**src/design/rlpe_pkg.sv**
```systemverilog
// shared types, register codes and the brightness table of the rgb led pwm bit encoder
`timescale 1ns / 1ps

package rlpe_pkg;

  localparam int unsigned BITS_PER_PIXEL = 24;
  localparam int unsigned SLOTS_MAX      = 64;
  localparam int unsigned TAN_W          = 17;
  localparam int unsigned Q_SHIFT        = 16;

  localparam logic [TAN_W-1:0] TAN_ONE = 17'd65536;

  // configuration register indexes
  typedef enum logic [2:0] {
    CFG_BRIGHTNESS        = 3'd0,
    CFG_BRIGHTNESS_ENABLE = 3'd1,
    CFG_HIGH_DUTY         = 3'd2,
    CFG_LOW_DUTY          = 3'd3,
    CFG_RESET_SLOTS       = 3'd4
  } rlpe_cfg_idx_t;

  localparam logic [5:0] BRIGHT_RST      = 6'd45;
  localparam logic       BRIGHT_EN_RST   = 1'b1;
  localparam logic [7:0] HIGH_DUTY_RST   = 8'd75;
  localparam logic [7:0] LOW_DUTY_RST    = 8'd38;
  localparam logic [6:0] RESET_SLOTS_RST = 7'd50;

  typedef struct packed {
    logic [5:0] brightness;
    logic       brightness_enable;
    logic [7:0] high_duty;
    logic [7:0] low_duty;
    logic [6:0] reset_slots;
  } rlpe_cfg_t;

  // one packed pixel or a frame end on its way to the serializer
  typedef struct packed {
    logic        frame_end;
    logic [23:0] word;
  } rlpe_item_t;

  // tan(b degrees) in unsigned q1.16, angles above 45 saturate to full scale
  function automatic logic [TAN_W-1:0] tan_q16(input logic [5:0] b);
    logic [TAN_W-1:0] t;
    unique case (b)
      6'd0:  t = 17'd0;
      6'd1:  t = 17'd1144;
      6'd2:  t = 17'd2289;
      6'd3:  t = 17'd3435;
      6'd4:  t = 17'd4583;
      6'd5:  t = 17'd5734;
      6'd6:  t = 17'd6888;
      6'd7:  t = 17'd8047;
      6'd8:  t = 17'd9210;
      6'd9:  t = 17'd10380;
      6'd10: t = 17'd11556;
      6'd11: t = 17'd12739;
      6'd12: t = 17'd13930;
      6'd13: t = 17'd15130;
      6'd14: t = 17'd16340;
      6'd15: t = 17'd17560;
      6'd16: t = 17'd18792;
      6'd17: t = 17'd20036;
      6'd18: t = 17'd21294;
      6'd19: t = 17'd22566;
      6'd20: t = 17'd23853;
      6'd21: t = 17'd25157;
      6'd22: t = 17'd26478;
      6'd23: t = 17'd27818;
      6'd24: t = 17'd29179;
      6'd25: t = 17'd30560;
      6'd26: t = 17'd31964;
      6'd27: t = 17'd33392;
      6'd28: t = 17'd34846;
      6'd29: t = 17'd36327;
      6'd30: t = 17'd37837;
      6'd31: t = 17'd39378;
      6'd32: t = 17'd40951;
      6'd33: t = 17'd42560;
      6'd34: t = 17'd44205;
      6'd35: t = 17'd45889;
      6'd36: t = 17'd47615;
      6'd37: t = 17'd49385;
      6'd38: t = 17'd51202;
      6'd39: t = 17'd53070;
      6'd40: t = 17'd54991;
      6'd41: t = 17'd56970;
      6'd42: t = 17'd59009;
      6'd43: t = 17'd61113;
      6'd44: t = 17'd63287;
      default: t = TAN_ONE;
    endcase
    return t;
  endfunction

endpackage

```
**src/design/rlpe_scaler.sv**
```systemverilog
// three-stage brightness scaling pipeline: table lookup, multiply, pack
`timescale 1ns / 1ps

module rlpe_scaler (
  input  logic                 clk,
  input  logic                 rst_n,
  input  logic                 in_take,
  output logic                 in_ready,
  input  logic                 in_mode,
  input  logic [7:0]           in_red,
  input  logic [7:0]           in_green,
  input  logic [7:0]           in_blue,
  input  rlpe_pkg::rlpe_cfg_t  cfg,
  output logic                 item_valid,
  output rlpe_pkg::rlpe_item_t item,
  input  logic                 item_take
);

  // stage 1: raw bytes and table factor
  logic                         s1_valid_r;
  logic                         s1_mode_r;
  logic [7:0]                   s1_red_r, s1_green_r, s1_blue_r;
  logic [rlpe_pkg::TAN_W-1:0]   s1_tan_r;
  // stage 2: scaled bytes
  logic                         s2_valid_r;
  logic                         s2_mode_r;
  logic [7:0]                   s2_red_r, s2_green_r, s2_blue_r;
  // stage 3: packed word
  logic                         s3_valid_r;
  rlpe_pkg::rlpe_item_t         s3_item_r;

  logic                         s1_free, s2_free, s3_free;
  logic [rlpe_pkg::TAN_W-1:0]   tan_sel;
  logic [24:0]                  prod_red, prod_green, prod_blue;

  assign s3_free  = !s3_valid_r || item_take;
  assign s2_free  = !s2_valid_r || s3_free;
  assign s1_free  = !s1_valid_r || s2_free;
  assign in_ready = s1_free;

  // a factor of one leaves the bytes raw
  assign tan_sel = cfg.brightness_enable ? rlpe_pkg::tan_q16(cfg.brightness)
                                         : rlpe_pkg::TAN_ONE;

  assign prod_red   = 25'(s1_red_r)   * 25'(s1_tan_r);
  assign prod_green = 25'(s1_green_r) * 25'(s1_tan_r);
  assign prod_blue  = 25'(s1_blue_r)  * 25'(s1_tan_r);

  always_ff @(posedge clk) begin
    if (!rst_n) begin
      s1_valid_r <= 1'b0;
      s2_valid_r <= 1'b0;
      s3_valid_r <= 1'b0;
    end else begin
      if (s1_free) begin
        s1_valid_r <= in_take;
      end
      if (s2_free) begin
        s2_valid_r <= s1_valid_r;
      end
      if (s3_free) begin
        s3_valid_r <= s2_valid_r;
      end
    end
  end

  always_ff @(posedge clk) begin
    if (s1_free) begin
      s1_mode_r  <= in_mode;
      s1_red_r   <= in_red;
      s1_green_r <= in_green;
      s1_blue_r  <= in_blue;
      s1_tan_r   <= tan_sel;
    end
    if (s2_free) begin
      s2_mode_r  <= s1_mode_r;
      s2_red_r   <= prod_red[rlpe_pkg::Q_SHIFT+7:rlpe_pkg::Q_SHIFT];
      s2_green_r <= prod_green[rlpe_pkg::Q_SHIFT+7:rlpe_pkg::Q_SHIFT];
      s2_blue_r  <= prod_blue[rlpe_pkg::Q_SHIFT+7:rlpe_pkg::Q_SHIFT];
    end
    if (s3_free) begin
      s3_item_r.frame_end <= s2_mode_r;
      s3_item_r.word      <= {s2_green_r, s2_red_r, s2_blue_r};
    end
  end

  assign item_valid = s3_valid_r;
  assign item       = s3_item_r;

  // a held item stays put until the serializer takes it
  a_s3_hold: assert property (@(posedge clk) disable iff (!rst_n)
    (s3_valid_r && !item_take) |=> (s3_valid_r && $stable(s3_item_r)))
    else $error("stage 3 item changed while waiting");

  // nothing enters while the front stage is stalled
  a_no_take_stalled: assert property (@(posedge clk) disable iff (!rst_n)
    in_take |-> s1_free)
    else $error("transaction taken while front stage stalled");

endmodule

```
**src/design/rlpe_serializer.sv**
```systemverilog
// turns packed pixels and frame ends into a stream of pwm duty words
`timescale 1ns / 1ps

module rlpe_serializer (
  input  logic                 clk,
  input  logic                 rst_n,
  input  rlpe_pkg::rlpe_cfg_t  cfg,
  input  logic                 item_valid,
  input  rlpe_pkg::rlpe_item_t item,
  output logic                 item_take,
  output logic                 out_valid,
  output logic [7:0]           out_duty,
  output logic                 out_last
);

  logic        ser_active_r;
  logic [6:0]  ser_cnt_r;
  logic [23:0] ser_word_r;
  logic        ser_frame_r;
  logic        out_valid_r;
  logic [7:0]  out_duty_r;
  logic        out_last_r;

  logic        ser_free;
  logic [6:0]  slots_clamped;
  logic [6:0]  load_cnt;

  assign ser_free  = !ser_active_r || (ser_cnt_r == 7'd1);
  assign item_take = item_valid && ser_free;

  assign slots_clamped = (cfg.reset_slots > 7'(rlpe_pkg::SLOTS_MAX))
                         ? 7'(rlpe_pkg::SLOTS_MAX) : cfg.reset_slots;
  assign load_cnt = item.frame_end ? slots_clamped : 7'(rlpe_pkg::BITS_PER_PIXEL);

  always_ff @(posedge clk) begin
    if (!rst_n) begin
      ser_active_r <= 1'b0;
      out_valid_r  <= 1'b0;
    end else begin
      out_valid_r <= ser_active_r;
      if (item_take) begin
        // a frame end with zero slots leaves the serializer idle
        ser_active_r <= (load_cnt != 7'd0);
      end else if (ser_active_r) begin
        ser_active_r <= (ser_cnt_r != 7'd1);
      end
    end
  end

  always_ff @(posedge clk) begin
    // last flag only rides along with a word
    out_last_r <= ser_active_r && (ser_cnt_r == 7'd1);
    if (ser_active_r) begin
      out_duty_r <= ser_frame_r ? 8'd0 : (ser_word_r[23] ? cfg.high_duty : cfg.low_duty);
    end
    if (item_take) begin
      ser_cnt_r   <= load_cnt;
      ser_word_r  <= item.word;
      ser_frame_r <= item.frame_end;
    end else if (ser_active_r) begin
      ser_cnt_r  <= ser_cnt_r - 7'd1;
      ser_word_r <= {ser_word_r[22:0], 1'b0};
    end
  end

  assign out_valid = out_valid_r;
  assign out_duty  = out_duty_r;
  assign out_last  = out_last_r;

  a_cnt_range: assert property (@(posedge clk) disable iff (!rst_n)
    ser_active_r |-> (ser_cnt_r != 7'd0 && ser_cnt_r <= 7'(rlpe_pkg::SLOTS_MAX)))
    else $error("serializer count out of range while active");

  a_keeps_going: assert property (@(posedge clk) disable iff (!rst_n)
    (ser_active_r && ser_cnt_r > 7'd1) |=> (ser_active_r && out_valid_r))
    else $error("serializer stopped before its last word");

  a_last_then_gap: assert property (@(posedge clk) disable iff (!rst_n)
    (ser_active_r && ser_cnt_r == 7'd1 && !item_take) |=> ##1 !out_valid_r)
    else $error("word emitted after last word with nothing loaded");

endmodule

```
**src/design/rgb_led_pwm_bit_encoder.sv**
```systemverilog
// top level of the rgb led pwm bit encoder: config registers, scaler and serializer
`timescale 1ns / 1ps
// path: an accepted transaction passes scaler stages 1 to 3 and, when the serializer is
//   free, its load and the output register; its duty words then follow one per cycle
// throughput: a pixel gives 24 duty words, a frame end min(reset_slots, 64) zero words;
//   the one-word-per-cycle serializer sets the rate, the 3-stage scaler keeps it fed
// reset: synchronous active-low rst_n clears all valid bits and loads the register
//   reset values; results are strobed for one cycle and the receiver cannot stall

module rgb_led_pwm_bit_encoder (
  input  logic       clk,
  input  logic       rst_n,
  // command channel
  input  logic       start,
  output logic       busy,
  input  logic       in_mode,
  input  logic [7:0] in_red,
  input  logic [7:0] in_green,
  input  logic [7:0] in_blue,
  // duty word stream
  output logic       out_valid,
  output logic [7:0] out_duty,
  output logic       out_last,
  // configuration write port
  input  logic       cfg_we,
  input  logic [2:0] cfg_index,
  input  logic [7:0] cfg_data
);

  rlpe_pkg::rlpe_cfg_t  cfg_r;
  rlpe_pkg::rlpe_item_t item;
  logic                 item_valid;
  logic                 item_take;
  logic                 in_ready;
  logic                 in_take;

  // register writes, unknown indexes are dropped
  always_ff @(posedge clk) begin
    if (!rst_n) begin
      cfg_r.brightness        <= rlpe_pkg::BRIGHT_RST;
      cfg_r.brightness_enable <= rlpe_pkg::BRIGHT_EN_RST;
      cfg_r.high_duty         <= rlpe_pkg::HIGH_DUTY_RST;
      cfg_r.low_duty          <= rlpe_pkg::LOW_DUTY_RST;
      cfg_r.reset_slots       <= rlpe_pkg::RESET_SLOTS_RST;
    end else if (cfg_we) begin
      unique case (cfg_index)
        rlpe_pkg::CFG_BRIGHTNESS:        cfg_r.brightness        <= cfg_data[5:0];
        rlpe_pkg::CFG_BRIGHTNESS_ENABLE: cfg_r.brightness_enable <= cfg_data[0];
        rlpe_pkg::CFG_HIGH_DUTY:         cfg_r.high_duty         <= cfg_data;
        rlpe_pkg::CFG_LOW_DUTY:          cfg_r.low_duty          <= cfg_data;
        rlpe_pkg::CFG_RESET_SLOTS:       cfg_r.reset_slots       <= cfg_data[6:0];
        default: ;
      endcase
    end
  end

  // busy only when the front stage of the scaler cannot move
  assign busy    = !in_ready;
  assign in_take = start && in_ready;

  rlpe_scaler u_scaler (
    .clk        (clk),
    .rst_n      (rst_n),
    .in_take    (in_take),
    .in_ready   (in_ready),
    .in_mode    (in_mode),
    .in_red     (in_red),
    .in_green   (in_green),
    .in_blue    (in_blue),
    .cfg        (cfg_r),
    .item_valid (item_valid),
    .item       (item),
    .item_take  (item_take)
  );

  rlpe_serializer u_serializer (
    .clk        (clk),
    .rst_n      (rst_n),
    .cfg        (cfg_r),
    .item_valid (item_valid),
    .item       (item),
    .item_take  (item_take),
    .out_valid  (out_valid),
    .out_duty   (out_duty),
    .out_last   (out_last)
  );

  // a last flag only comes with a duty word; every item handed over but an empty frame end gives words
  a_last_has_valid: assert property (@(posedge clk) disable iff (!rst_n)
    out_last |-> out_valid)
    else $error("last flag without a duty word");

  a_take_needs_item: assert property (@(posedge clk) disable iff (!rst_n)
    item_take |-> item_valid)
    else $error("serializer took a transaction that was not there");

  a_reset_idle: assert property (@(posedge clk)
    !rst_n |=> (!out_valid && !busy))
    else $error("block not idle after reset");

endmodule

```
**config.mk**
```make
export PLATFORM = sky130hd
export DESIGN_NAME = rgb_led_pwm_bit_encoder
export DESIGN_NICKNAME = d
export VERILOG_FILES = /design/src/design/rlpe_pkg.sv /design/src/design/rlpe_scaler.sv /design/src/design/rlpe_serializer.sv /design/src/design/rgb_led_pwm_bit_encoder.sv
export SDC_FILE = /design/constraint.sdc
export NUM_CORES = 1
export LEC_CHECK = 0
export BUFFER_PORTS_ARGS = -buffer_cell sky130_fd_sc_hd__buf_4
export CAP_MARGIN = 20
export CORE_ASPECT_RATIO = 1.2
export CORE_MARGIN = 1.5
export CORE_UTILIZATION = 60
export DETAILED_ROUTE_END_ITERATION = 10
export PLACE_DENSITY = 0.81
export REMOVE_ABC_BUFFERS = 1
export SLEW_MARGIN = 0
export SYNTH_ARGS = -nofsm -noshare
export SYNTH_HDL_FRONTEND = slang
export SYNTH_SLANG_ARGS = --single-unit
```
**constraint.sdc**
```tcl
create_clock -name clk -period 9.4 [get_ports clk]
set_input_delay 0.47 -clock clk [delete_from_list [all_inputs] [get_ports clk]]
set_output_delay 0.47 -clock clk [all_outputs]
set_load 0.1 [all_outputs]
```
==> results.toml, run 1 <==
[sta]
fin_crit_ns = 5.34
fin_ws_ns = 4.06
fin_crit_sh_pct = 56.8
hold_violations = 0
timing.fmax_mhz = 187
final.setup.tns_ns = 0
rsz0062_at_grt = "false"
skew_ns = 0.0141
worstMarginPinSlew_ns = 1.09
maxSlewHeadroom_pct = 27.1
finalSetupViolCount = 0
slew_viol_final = 0

[floorplan]
ioPinCount = 51
start_util_pct = 60.6
fp.dieW_um = 165
rows = 71
die_y_um = 197
coreArea_um2 = 31200
die_area_um2 = 32600

[cells_and_area]
fillers = 2404
final_cell_area_um2 = 20100
final_core_util_pct = 64.6
final_layout_size_suffix_gt1_share_pct = 5.85
nNetsFinal = 2373
syn_to_final_growth_pct = 6.57

[clocking]
clock_sinks = 168
clkTransAtPathRegs_ns = 0.08
cts_htree_levels = 4
cts_setup_buffers = 0
cts_buffers = 17
clockBufferDepth = 2
cts_tree = "built"
cts_hold_repair.buffers = 0
cts_root_buf = "clkbuf_16"
postCtsResizedCells = 0
clkLatencyLatePin_ns = 0.45

[global_route]
first_global_vias = 14560
grt_usage_pct = 27.8
antenna_found_initial = 1
grt-ovfl-total = 0
grt_pass1_wl_mm = 70.6
grt_max_degree = 65

[run_status]
outcome = "completed"

[setup_path]
cp_data_arrival_time_ns = 5.54
r2r_cells = 14
timing.rr.end = "u_scaler.s2_red_r[6]"
path_cells = "and2_1 -> fa_1 -> fa_1 -> fa_1 -> inv_1 -> fa_1 -> inv_1 -> ha_1 -> a211oi_1 -> nand3_1 -> a21oi_1 -> and4bb_2 -> o31a_2 -> o31a_1"
start_kind = "register"
critPathCaptureType = "register"
r2r_start = "u_scaler.s1_tan_r[4]"
crit_fanout = 24
rrSetupSlack_ns = 4.06
cp_slowest_cell = "edfxtp_1"
path_class = "reg2reg"
max_stage_delay_ns = 0.87
required_ns = 9.60
cp_common_cell = "fa_1"

[logic_synthesis]
syn_area_um2 = 18900
ys_seq_area_share_pct = 24.8
synth_cells = 1960
ys_types = 67
synth-edff-count = 132
async_flop_share_pct = 0
ys_ff_latch = 168
ys.flop_type = "edfxtp_1"
yosys_warnings = 0
post_synth.cell_area_avg_um2 = 9.64

[hold_path]
worstHoldPathCells = 1
hp-class = "in2reg"
whs_endpoint = "u_scaler.s1_green_r[0]"
hp-start = "in_green[0]"

[place]
port_buffers = 50
pre_cts_slack_ns = 4.11
hpwl_mm = 30.8
place_area_um2 = 19500
gp_congestion = 0.863

[routing]
detail-route-antenna-nets = 0
routed_wl_mm = 41.5
viasPerCell = 5.69
routedWlPerCell_um = 17.7
vias = 13374
first_iter_violations = 787
drt_pass1_iterations = 5
drc = 0

[power]
power_density_nw_per_um2 = 141
cellLeakagePower_nw = 9.78
vdd_drop_max_mv = 0.142

[flow_run]
max_cap_violations = 0
## metrics by stage
step | std cells | hold WS (ns) | total power [mW]
2_1_floorplan | 1858 | 0.400 | 1.81
4_1_cts | 2349 | 0.172 | 2.85
3_5_place_dp | 2317 | 0.405 | 2.10
6_report | 2352 | 0.187 | 2.84
3_3_place_gp | 2317 | 0.402 | 2.04
5_1_grt | 2352 | 0.171 | 3.05
## how the worst max path moves through the flow
stage,slack [ns],endpoint,startpoint
after detailed placement,4.11,u_scaler.s2_red_r[6],u_scaler.s1_tan_r[4]
final,4.06,u_scaler.s2_red_r[6],u_scaler.s1_tan_r[4]
after floorplan,4.75,u_scaler.s2_red_r[6],u_scaler.s1_tan_r[3]
after global routing,3.73,u_scaler.s2_green_r[6],u_scaler.s1_tan_r[10]
after CTS,4.11,u_scaler.s2_red_r[6],u_scaler.s1_tan_r[4]
after global placement,4.29,u_scaler.s2_red_r[6],u_scaler.s1_tan_r[4]
## cell usage after synthesis, types with 9 or more instances
cell type	n	area [um2]
a21boi_0	17	128
a21o_1	17	128
o22ai_1	11	68.8
fa_1	264	5290
xnor2_1	28	245
o21ai_0	42	210
nand3_1	35	175
ha_1	132	1650
nor3_1	12	60.1
xor2_1	9	78.8
buf_1	10	37.5
a211oi_1	15	113
edfxtp_1	132	3960
a21oi_1	64	320
and2_1	339	2120
nand2b_1	11	68.8
inv_1	294	1100
nor2_1	51	191
nor2b_1	15	93.8
nand2_1	228	856
o21a_1	11	82.6
nand4_1	9	56.3
clkbuf_1	86	323
dfxtp_1	36	721
## routing by layer
metal	part of all wire [%]	up-vias	GRT usage, %
met1	41	6707	34.8
met3	5.3	90	4.09
met2	51	411	48.1
li1	-	6166	-
met4	3.0	0	10.9
met5	0	-	0
## registers in the layout, summed over array words and instances (netlist names), 7 cells and up
register and cells:
cfg_r 30, u_scaler.item 25, u_scaler.s1_blue_r 8, u_scaler.s1_green_r 8, u_scaler.s1_red_r 8, u_scaler.s1_tan_r 17, u_scaler.s2_blue_r 8, u_scaler.s2_green_r 8
u_scaler.s2_red_r 8, u_serializer.out_duty 8, u_serializer.ser_cnt_r 7, u_serializer.ser_word_r 24
## placed cells by master (no fill, tap or decap), drive strengths merged, types with 4 or more instances in the layout
| cell type | instances |
|---|---|
| nand3 | 35 |
| a31oi | 5 |
| xnor2 | 28 |
| clkbuf | 17 |
| mux2i | 8 |
| a21oi | 65 |
| inv | 303 |
| ha | 132 |
| fa | 264 |
| nand2 | 228 |
| or2 | 4 |
| nand4 | 9 |
| nor2b | 15 |
| o31a | 4 |
| edfxtp | 132 |
| o311ai | 4 |
| a21o | 17 |
| buf | 60 |
| clkinv | 8 |
| and3 | 5 |
| nand2b | 11 |
| nor3 | 12 |
| o21a | 11 |
| o22ai | 11 |
| o31ai | 6 |
| a21boi | 17 |
| and2 | 340 |
| dfxtp | 36 |
| nor2 | 51 |
| xor2 | 9 |
| o211a | 4 |
| a211oi | 15 |
| o21ai | 44 |
## power breakdown
group,internal [mW],switching (mW)
Clock,0.370,0.373
Combinational,0.447,0.585
Sequential,0.962,0.0987
Total,1.78,1.06
## cell type report
cell class                 instances  area, um2  area share, %
antenna                            1       2.50         0.0124
multi-input combinational       1394      12700           63.1
tap                              401        502           2.49
timing repair buffer              60        490           2.43
clock inverter                    15        209           1.04
inverter                         296       1110           5.52
sequential                       168       4690           23.3
clock buffer                      17        425           2.11
## critical path: cells and delay by family, from the launching register on
family	cells	cell delay [ns]
fa+ha+maj	5	2.28
flops	1	0.87
compound gates	4	1.15
buf+inv	2	0.10
simple gates	3	0.68
## kinds of logic after synthesis
family | synth area share, %
adder cells (fa/ha/maj) | 36.7
buffers and inverters | 7.94
flip-flops | 24.8
XOR/XNOR | 1.71
AND/OR/NAND/NOR | 20.0
multiplexers | 0.841
AO/OA/AOI/OAI | 8.07
(Power assumes the default switching activity.)
==> inputs of run 2 (changes only) <==
==> constraint.sdc (replaced) <==
create_clock -name clk -period 5.4 [get_ports clk]
set_input_delay 0.27 -clock clk [delete_from_list [all_inputs] [get_ports clk]]
set_output_delay 0.27 -clock clk [all_outputs]
set_load 0.1 [all_outputs]
==> run 2 against run 1 <==
Against the previous run:
- non-clock buffer count grew 54
- worst hold slack worse by 0.17 ns
- sequential power grew 73%
- sequential share of layout area shrank 0.51 points
- setup slack got worse by 3.9 ns
- via count increased by 2.5%
- register-to-register slack worse by 3.9 ns
- wire length up 4.2%
- largest power group is now combinational cells
==> results.toml, run 2 (same netlist as run 1, synthesis figures left out) <==
[run_status]
outcome = "completed"

[setup_path]
path_class = "reg2reg"
cp_slowest_cell = "edfxtp_1"
cp-startpoint = "u_scaler.s1_tan_r[3]"
critPathCaptureType = "register"
crit_family = "adder cells"
crit_fanout = 15
path_cells = "buf_4 -> and2_1 -> fa_1 -> fa_1 -> inv_1 -> fa_1 -> fa_1 -> inv_1 -> ha_1 -> a2111oi_4 -> o311ai_1 -> a32oi_2 -> a21oi_2 -> a311oi_2 -> o21bai_1 -> xnor2_1"
cp_common_cell = "fa_1"
cp_data_arrival_time_ns = 5.42
max_stage_delay_ns = 0.63
critical_path_buf_inv_count = 3
required_ns = 5.60
start_kind = "register"
r2r_start = "u_scaler.s1_tan_r[3]"

[clocking]
cts_root_buf = "clkbuf_16"
clkLatencyLatePin_ns = 0.46
cts_htree_levels = 4
clockBufferDepth = 2
cts_buffers = 17
cts_tree = "built"
clkTransAtPathRegs_ns = 0.07
clock_sinks = 168

[routing]
vias = 13703
detail-route-antenna-nets = 0
routed_wl_mm = 43.3
drc = 0
first_iter_violations = 950
routedWlPerCell_um = 18.0
drt_pass1_iterations = 5
viasPerCell = 5.70

[sta]
fin_crit_ns = 5.21
maxSlewHeadroom_pct = 27.1
hold_violations = 0
slew_viol_final = 0
worstMarginPinSlew_ns = 1.09
finalSetupViolCount = 0
fin_crit_sh_pct = 96.6
skew_ns = 0.00909
rsz0062_at_grt = "true"
timing.fmax_mhz = 192

[global_route]
grt-ovfl-total = 0
grt.busiest_layer = "met2"
grt_usage_pct = 28.9
grt_pass1_wl_mm = 72.9
antenna_found_initial = 1
use_met1_pct = 36.3
met3_usage_pct = 4.70
grt_max_degree = 65
grt_util_met2_pct = 50.2
first_global_vias = 14779

[place]
hpwl_mm = 32.0
place_area_um2 = 19600
gp_congestion = 0.910
port_buffers = 50

[power]
p_total_mw = 4.99
clkPwrFrac_pct = 25.3
cellLeakagePower_nw = 10.0
p_int_mw = 3.17
pwr-share-comb_pct = 37.9
switching_share_pct = 36.5
power.switching_mw = 1.82
power_density_nw_per_um2 = 242
vdd_drop_max_mv = 0.186
p_seq_share_pct = 36.8

[floorplan]
die_area_um2 = 32600
die_y_um = 197
start_util_pct = 60.6
coreArea_um2 = 31200
rows = 71
ioPinCount = 51
fp.dieW_um = 165

[hold_path]
hp-start = "start"
hp-class = "in2reg"

[cells_and_area]
final_core_util_pct = 66.1
syn_to_final_growth_pct = 8.97
final_common_cell = "and2_1"
final_cell_area_um2 = 20600
final_layout_size_suffix_gt1_share_pct = 7.14
nNetsFinal = 2427
largest_register_ffs = 30
layout_common_cells = "339 x and2_1, 294 x inv_1, 264 x fa_1"
regMostFlops = "cfg_r"
fillers = 2379

[flow_run]
max_cap_violations = 0
## run 2: changes by cell type in the layout (fill, tap and decap cells not counted), moves of 2 or more
cell	delta
buf_4	+28
clkbuf_16	+2
clkinv_8	-3
dlygate4sd3_1	+25
inv_12	-3
inv_8	+2
## run 2: worst paths after layout
kind | end | cells past startpoint | slack, ns
max | u_scaler.s2_blue_r[7] | 16 | 0.19
min | u_scaler.s1_valid_r | 2 | 0.02
max reg2reg | u_scaler.s2_blue_r[7] | 16 | 0.19
min reg2reg | u_scaler.item[21] | 0 | 0.42
## run 2: power by group through the flow
stage | logic, mW | clock network [mW] | registers, mW
2_1_floorplan | 1.33 | 0 | 1.81
3_3_place_gp | 1.73 | 0 | 1.85
3_5_place_dp | 1.82 | 0 | 1.86
4_1_cts | 1.87 | 1.28 | 1.84
5_1_grt | 2.17 | 1.34 | 1.85
6_report | 1.89 | 1.26 | 1.83
## run 2: repair_timing
action | CTS | global route
setup endpoints to repair | 0 | 4
buffers inserted | 0 | 9
hold buffers | 25 | 0
resized for setup | 0 | 2
endpoints found under the hold margin | 25 | 0
## run 2: cell type report
cell class	count	area [um2]	share of cell area [%]
Antenna cell	1	2.50	0.0121
Clock buffer	19	475	2.31
Clock inverter	12	140	0.680
Inverter	296	1110	5.39
Multi-Input combinational cell	1394	12700	61.8
Sequential cell	168	4690	22.7
Tap cell	401	502	2.44
Timing Repair Buffer	114	957	4.65
## run 2: layer usage
| metal | up-vias | wire, um |
|---|---|---|
| met5 | - | 0 |
| li1 | 6270 | - |
| met2 | 484 | 22300 |
| met1 | 6869 | 17200 |
| met3 | 80 | 2700 |
| met4 | 0 | 1140 |
## run 2: worst register-to-register path, delay by kind of cell (launching register included)
kind | cells | cell delay [ns]
AOI/OAI and AO/OA | 6 | 1.51
and+or+nand+nor | 1 | 0.16
DFF | 1 | 0.63
xor gates and xnor gates | 1 | 0.15
buffers and inverters | 3 | 0.38
adders and majority gates | 5 | 2.12
## run 2: per-stage QoR
stage / hold slack [ns] / worst slack (ns) / cells / TNS [ns]
2_1_floorplan: 0.342 / 0.749 / 1858 / 0
3_3_place_gp: 0.400 / 0.318 / 2338 / 0
3_5_place_dp: 0.405 / 0.189 / 2338 / 0
4_1_cts: 0.00361 / 0.141 / 2394 / 0
5_1_grt: 0.00445 / -0.0125 / 2405 / -0.0125
6_report: 0.0173 / 0.186 / 2405 / 0
==> inputs of run 3 (changes only) <==
--- a/config.mk
+++ b/config.mk
@@ -5,12 +5,13 @@
 export SDC_FILE = /design/constraint.sdc
 export NUM_CORES = 1
 export LEC_CHECK = 0
-export BUFFER_PORTS_ARGS = -buffer_cell sky130_fd_sc_hd__buf_4
+export BUFFER_PORTS_ARGS = -buffer_cell sky130_fd_sc_hd__buf_2
 export CAP_MARGIN = 20
-export CORE_ASPECT_RATIO = 1.2
+export CORE_ASPECT_RATIO = 0.9
 export CORE_MARGIN = 1.5
 export CORE_UTILIZATION = 60
 export DETAILED_ROUTE_END_ITERATION = 10
+export MAX_ROUTING_LAYER = met4
 export PLACE_DENSITY = 0.81
 export REMOVE_ABC_BUFFERS = 1
 export SLEW_MARGIN = 0
==> run 3 against run 2 <==
Against the previous run:
- sequential power hardly changed
- first-iteration DRC count grew 12%
- clock-buffer cell count fell by 2
- core utilization grew 0.43 points
- maximum frequency decreased by 0.19%
- setup slack got worse by 0.0097 ns
- design area decreased by 0.22%
- critical path type unchanged
- largest power group unchanged
- highest routed layer unchanged
==> results.toml, run 3 (same netlist as run 1, synthesis figures left out) <==
[cells_and_area]
final_common_cell = "and2_1"
largest_register_ffs = 30
multi_input_area_um2 = 12700
seq_area_um2 = 4690
layout_common_cells = "339 x and2_1, 294 x inv_1, 264 x fa_1"
syn_to_final_growth_pct = 8.72
instances_no_fill = 2418
regMostFlops = "cfg_r"
final_core_util_pct = 66.5
final_cell_area_um2 = 20600
final_layout_size_suffix_gt1_share_pct = 7.52
diodes = 0
fillers = 2376
nNetsFinal = 2432

[global_route]
grt-ovfl-total = 0
grt_util_met2_pct = 47.4
grt_max_degree = 65
grt.busiest_layer = "met2"
antenna_found_initial = 0
grt_pass1_wl_mm = 73.3
first_global_vias = 14541
grt_usage_pct = 29.5
met3_usage_pct = 5.57
use_met1_pct = 38.8

[place]
gp_congestion = 0.899
hpwl_mm = 31.2
port_buffers = 50
place_area_um2 = 19500
dpl.cell_count = 2349
pre_cts_slack_ns = 0.166

[setup_path]
required_ns = 5.60
start_kind = "register"
cp_data_arrival_time_ns = 5.42
crit_fanout = 17
critPathCaptureType = "register"
path_class = "reg2reg"

[sta]
fin_ws_ns = 0.176
worstMarginPinSlew_ns = 0.971
holdWs_ns = 0.0256
final.setup.tns_ns = 0
rsz0062_at_grt = "false"
fin_crit_ns = 5.22
timing.fmax_mhz = 191
finalSetupViolCount = 0
hold_violations = 0
slew_viol_final = 0
fin_crit_sh_pct = 96.7
maxSlewHeadroom_pct = 35.2
skew_ns = 0.0203

[clocking]
cts_tree = "built"
cts_root_buf = "clkbuf_16"
clock_sinks = 168
clkLatencyLatePin_ns = 0.46
clkTransAtPathRegs_ns = 0.08
cts_htree_levels = 4
clockBufferDepth = 2
cts_buffers = 17

[power]
cellLeakagePower_nw = 10.0
p_total_mw = 5.01
power_density_nw_per_um2 = 244
vdd_drop_max_mv = 0.247

[routing]
detail-route-antenna-nets = 0
routed_wl_mm = 44.6
drt_pass1_iterations = 5
viasPerCell = 5.74
drc = 0
first_iter_violations = 1068
routedWlPerCell_um = 18.4
vias = 13884

[floorplan]
die_area_um2 = 32600
start_util_pct = 61.1
rows = 61
coreArea_um2 = 30900
die_y_um = 171
ioPinCount = 51
fp.dieW_um = 190

[flow_run]
max_cap_violations = 0

[hold_path]
hp-class = "in2reg"

[run_status]
outcome = "completed"
run 3: path summary, 6_finish.rpt:
path,startpoint,to,slack [ns],depth (start not counted)
setup / recovery,u_scaler.s1_blue_r[6],u_scaler.s2_blue_r[7],0.18,15
hold / removal,in_blue[2],u_scaler.s1_blue_r[2],0.03,1
setup reg to reg,u_scaler.s1_blue_r[6],u_scaler.s2_blue_r[7],0.18,15
hold reg to reg,u_scaler.s2_green_r[2],u_scaler.item[18],0.42,0
run 3: repair_timing:
action,4_1_cts,5_1_grt
hold buffers,23,0
hold endpoints to repair,23,0
endpoints found under the setup margin,0,6
setup buffers,0,12
resized for setup,0,1
run 3: per-layer routing:
layer	routed length (um)	vias up
li1	-	6274
met1	18600	6948
met2	21300	587
met3	3620	75
met4	1020	0
met5	0	-
run 3: report_power, final:
| part | internal (mW) | switching, mW |
|---|---|---|
| registers | 1.67 | 0.155 |
| logic | 0.805 | 1.09 |
| clock network | 0.635 | 0.649 |
| total | 3.12 | 1.89 |
run 3: final cells by class:
cell class | count | area share (%)
multi-input combinational | 1394 | 61.9
tap | 409 | 2.49
clock buffer | 17 | 2.07
sequential | 168 | 22.8
timing repair buffer | 119 | 4.35
inverter | 296 | 5.41
clock inverter | 15 | 0.956
run 3: critical path: stages (launching register included):
cell and delay, ns:
edfxtp_1 0.67, and2_1 0.30, fa_1 0.52, fa_1 0.43, fa_1 0.50, inv_1 0.06
fa_1 0.48, inv_1 0.04, ha_1 0.30, a211oi_1 0.31, o21ai_0 0.18, a32oi_2 0.40
a21oi_2 0.15, a311oi_2 0.37, o21bai_1 0.11, xnor2_1 0.13
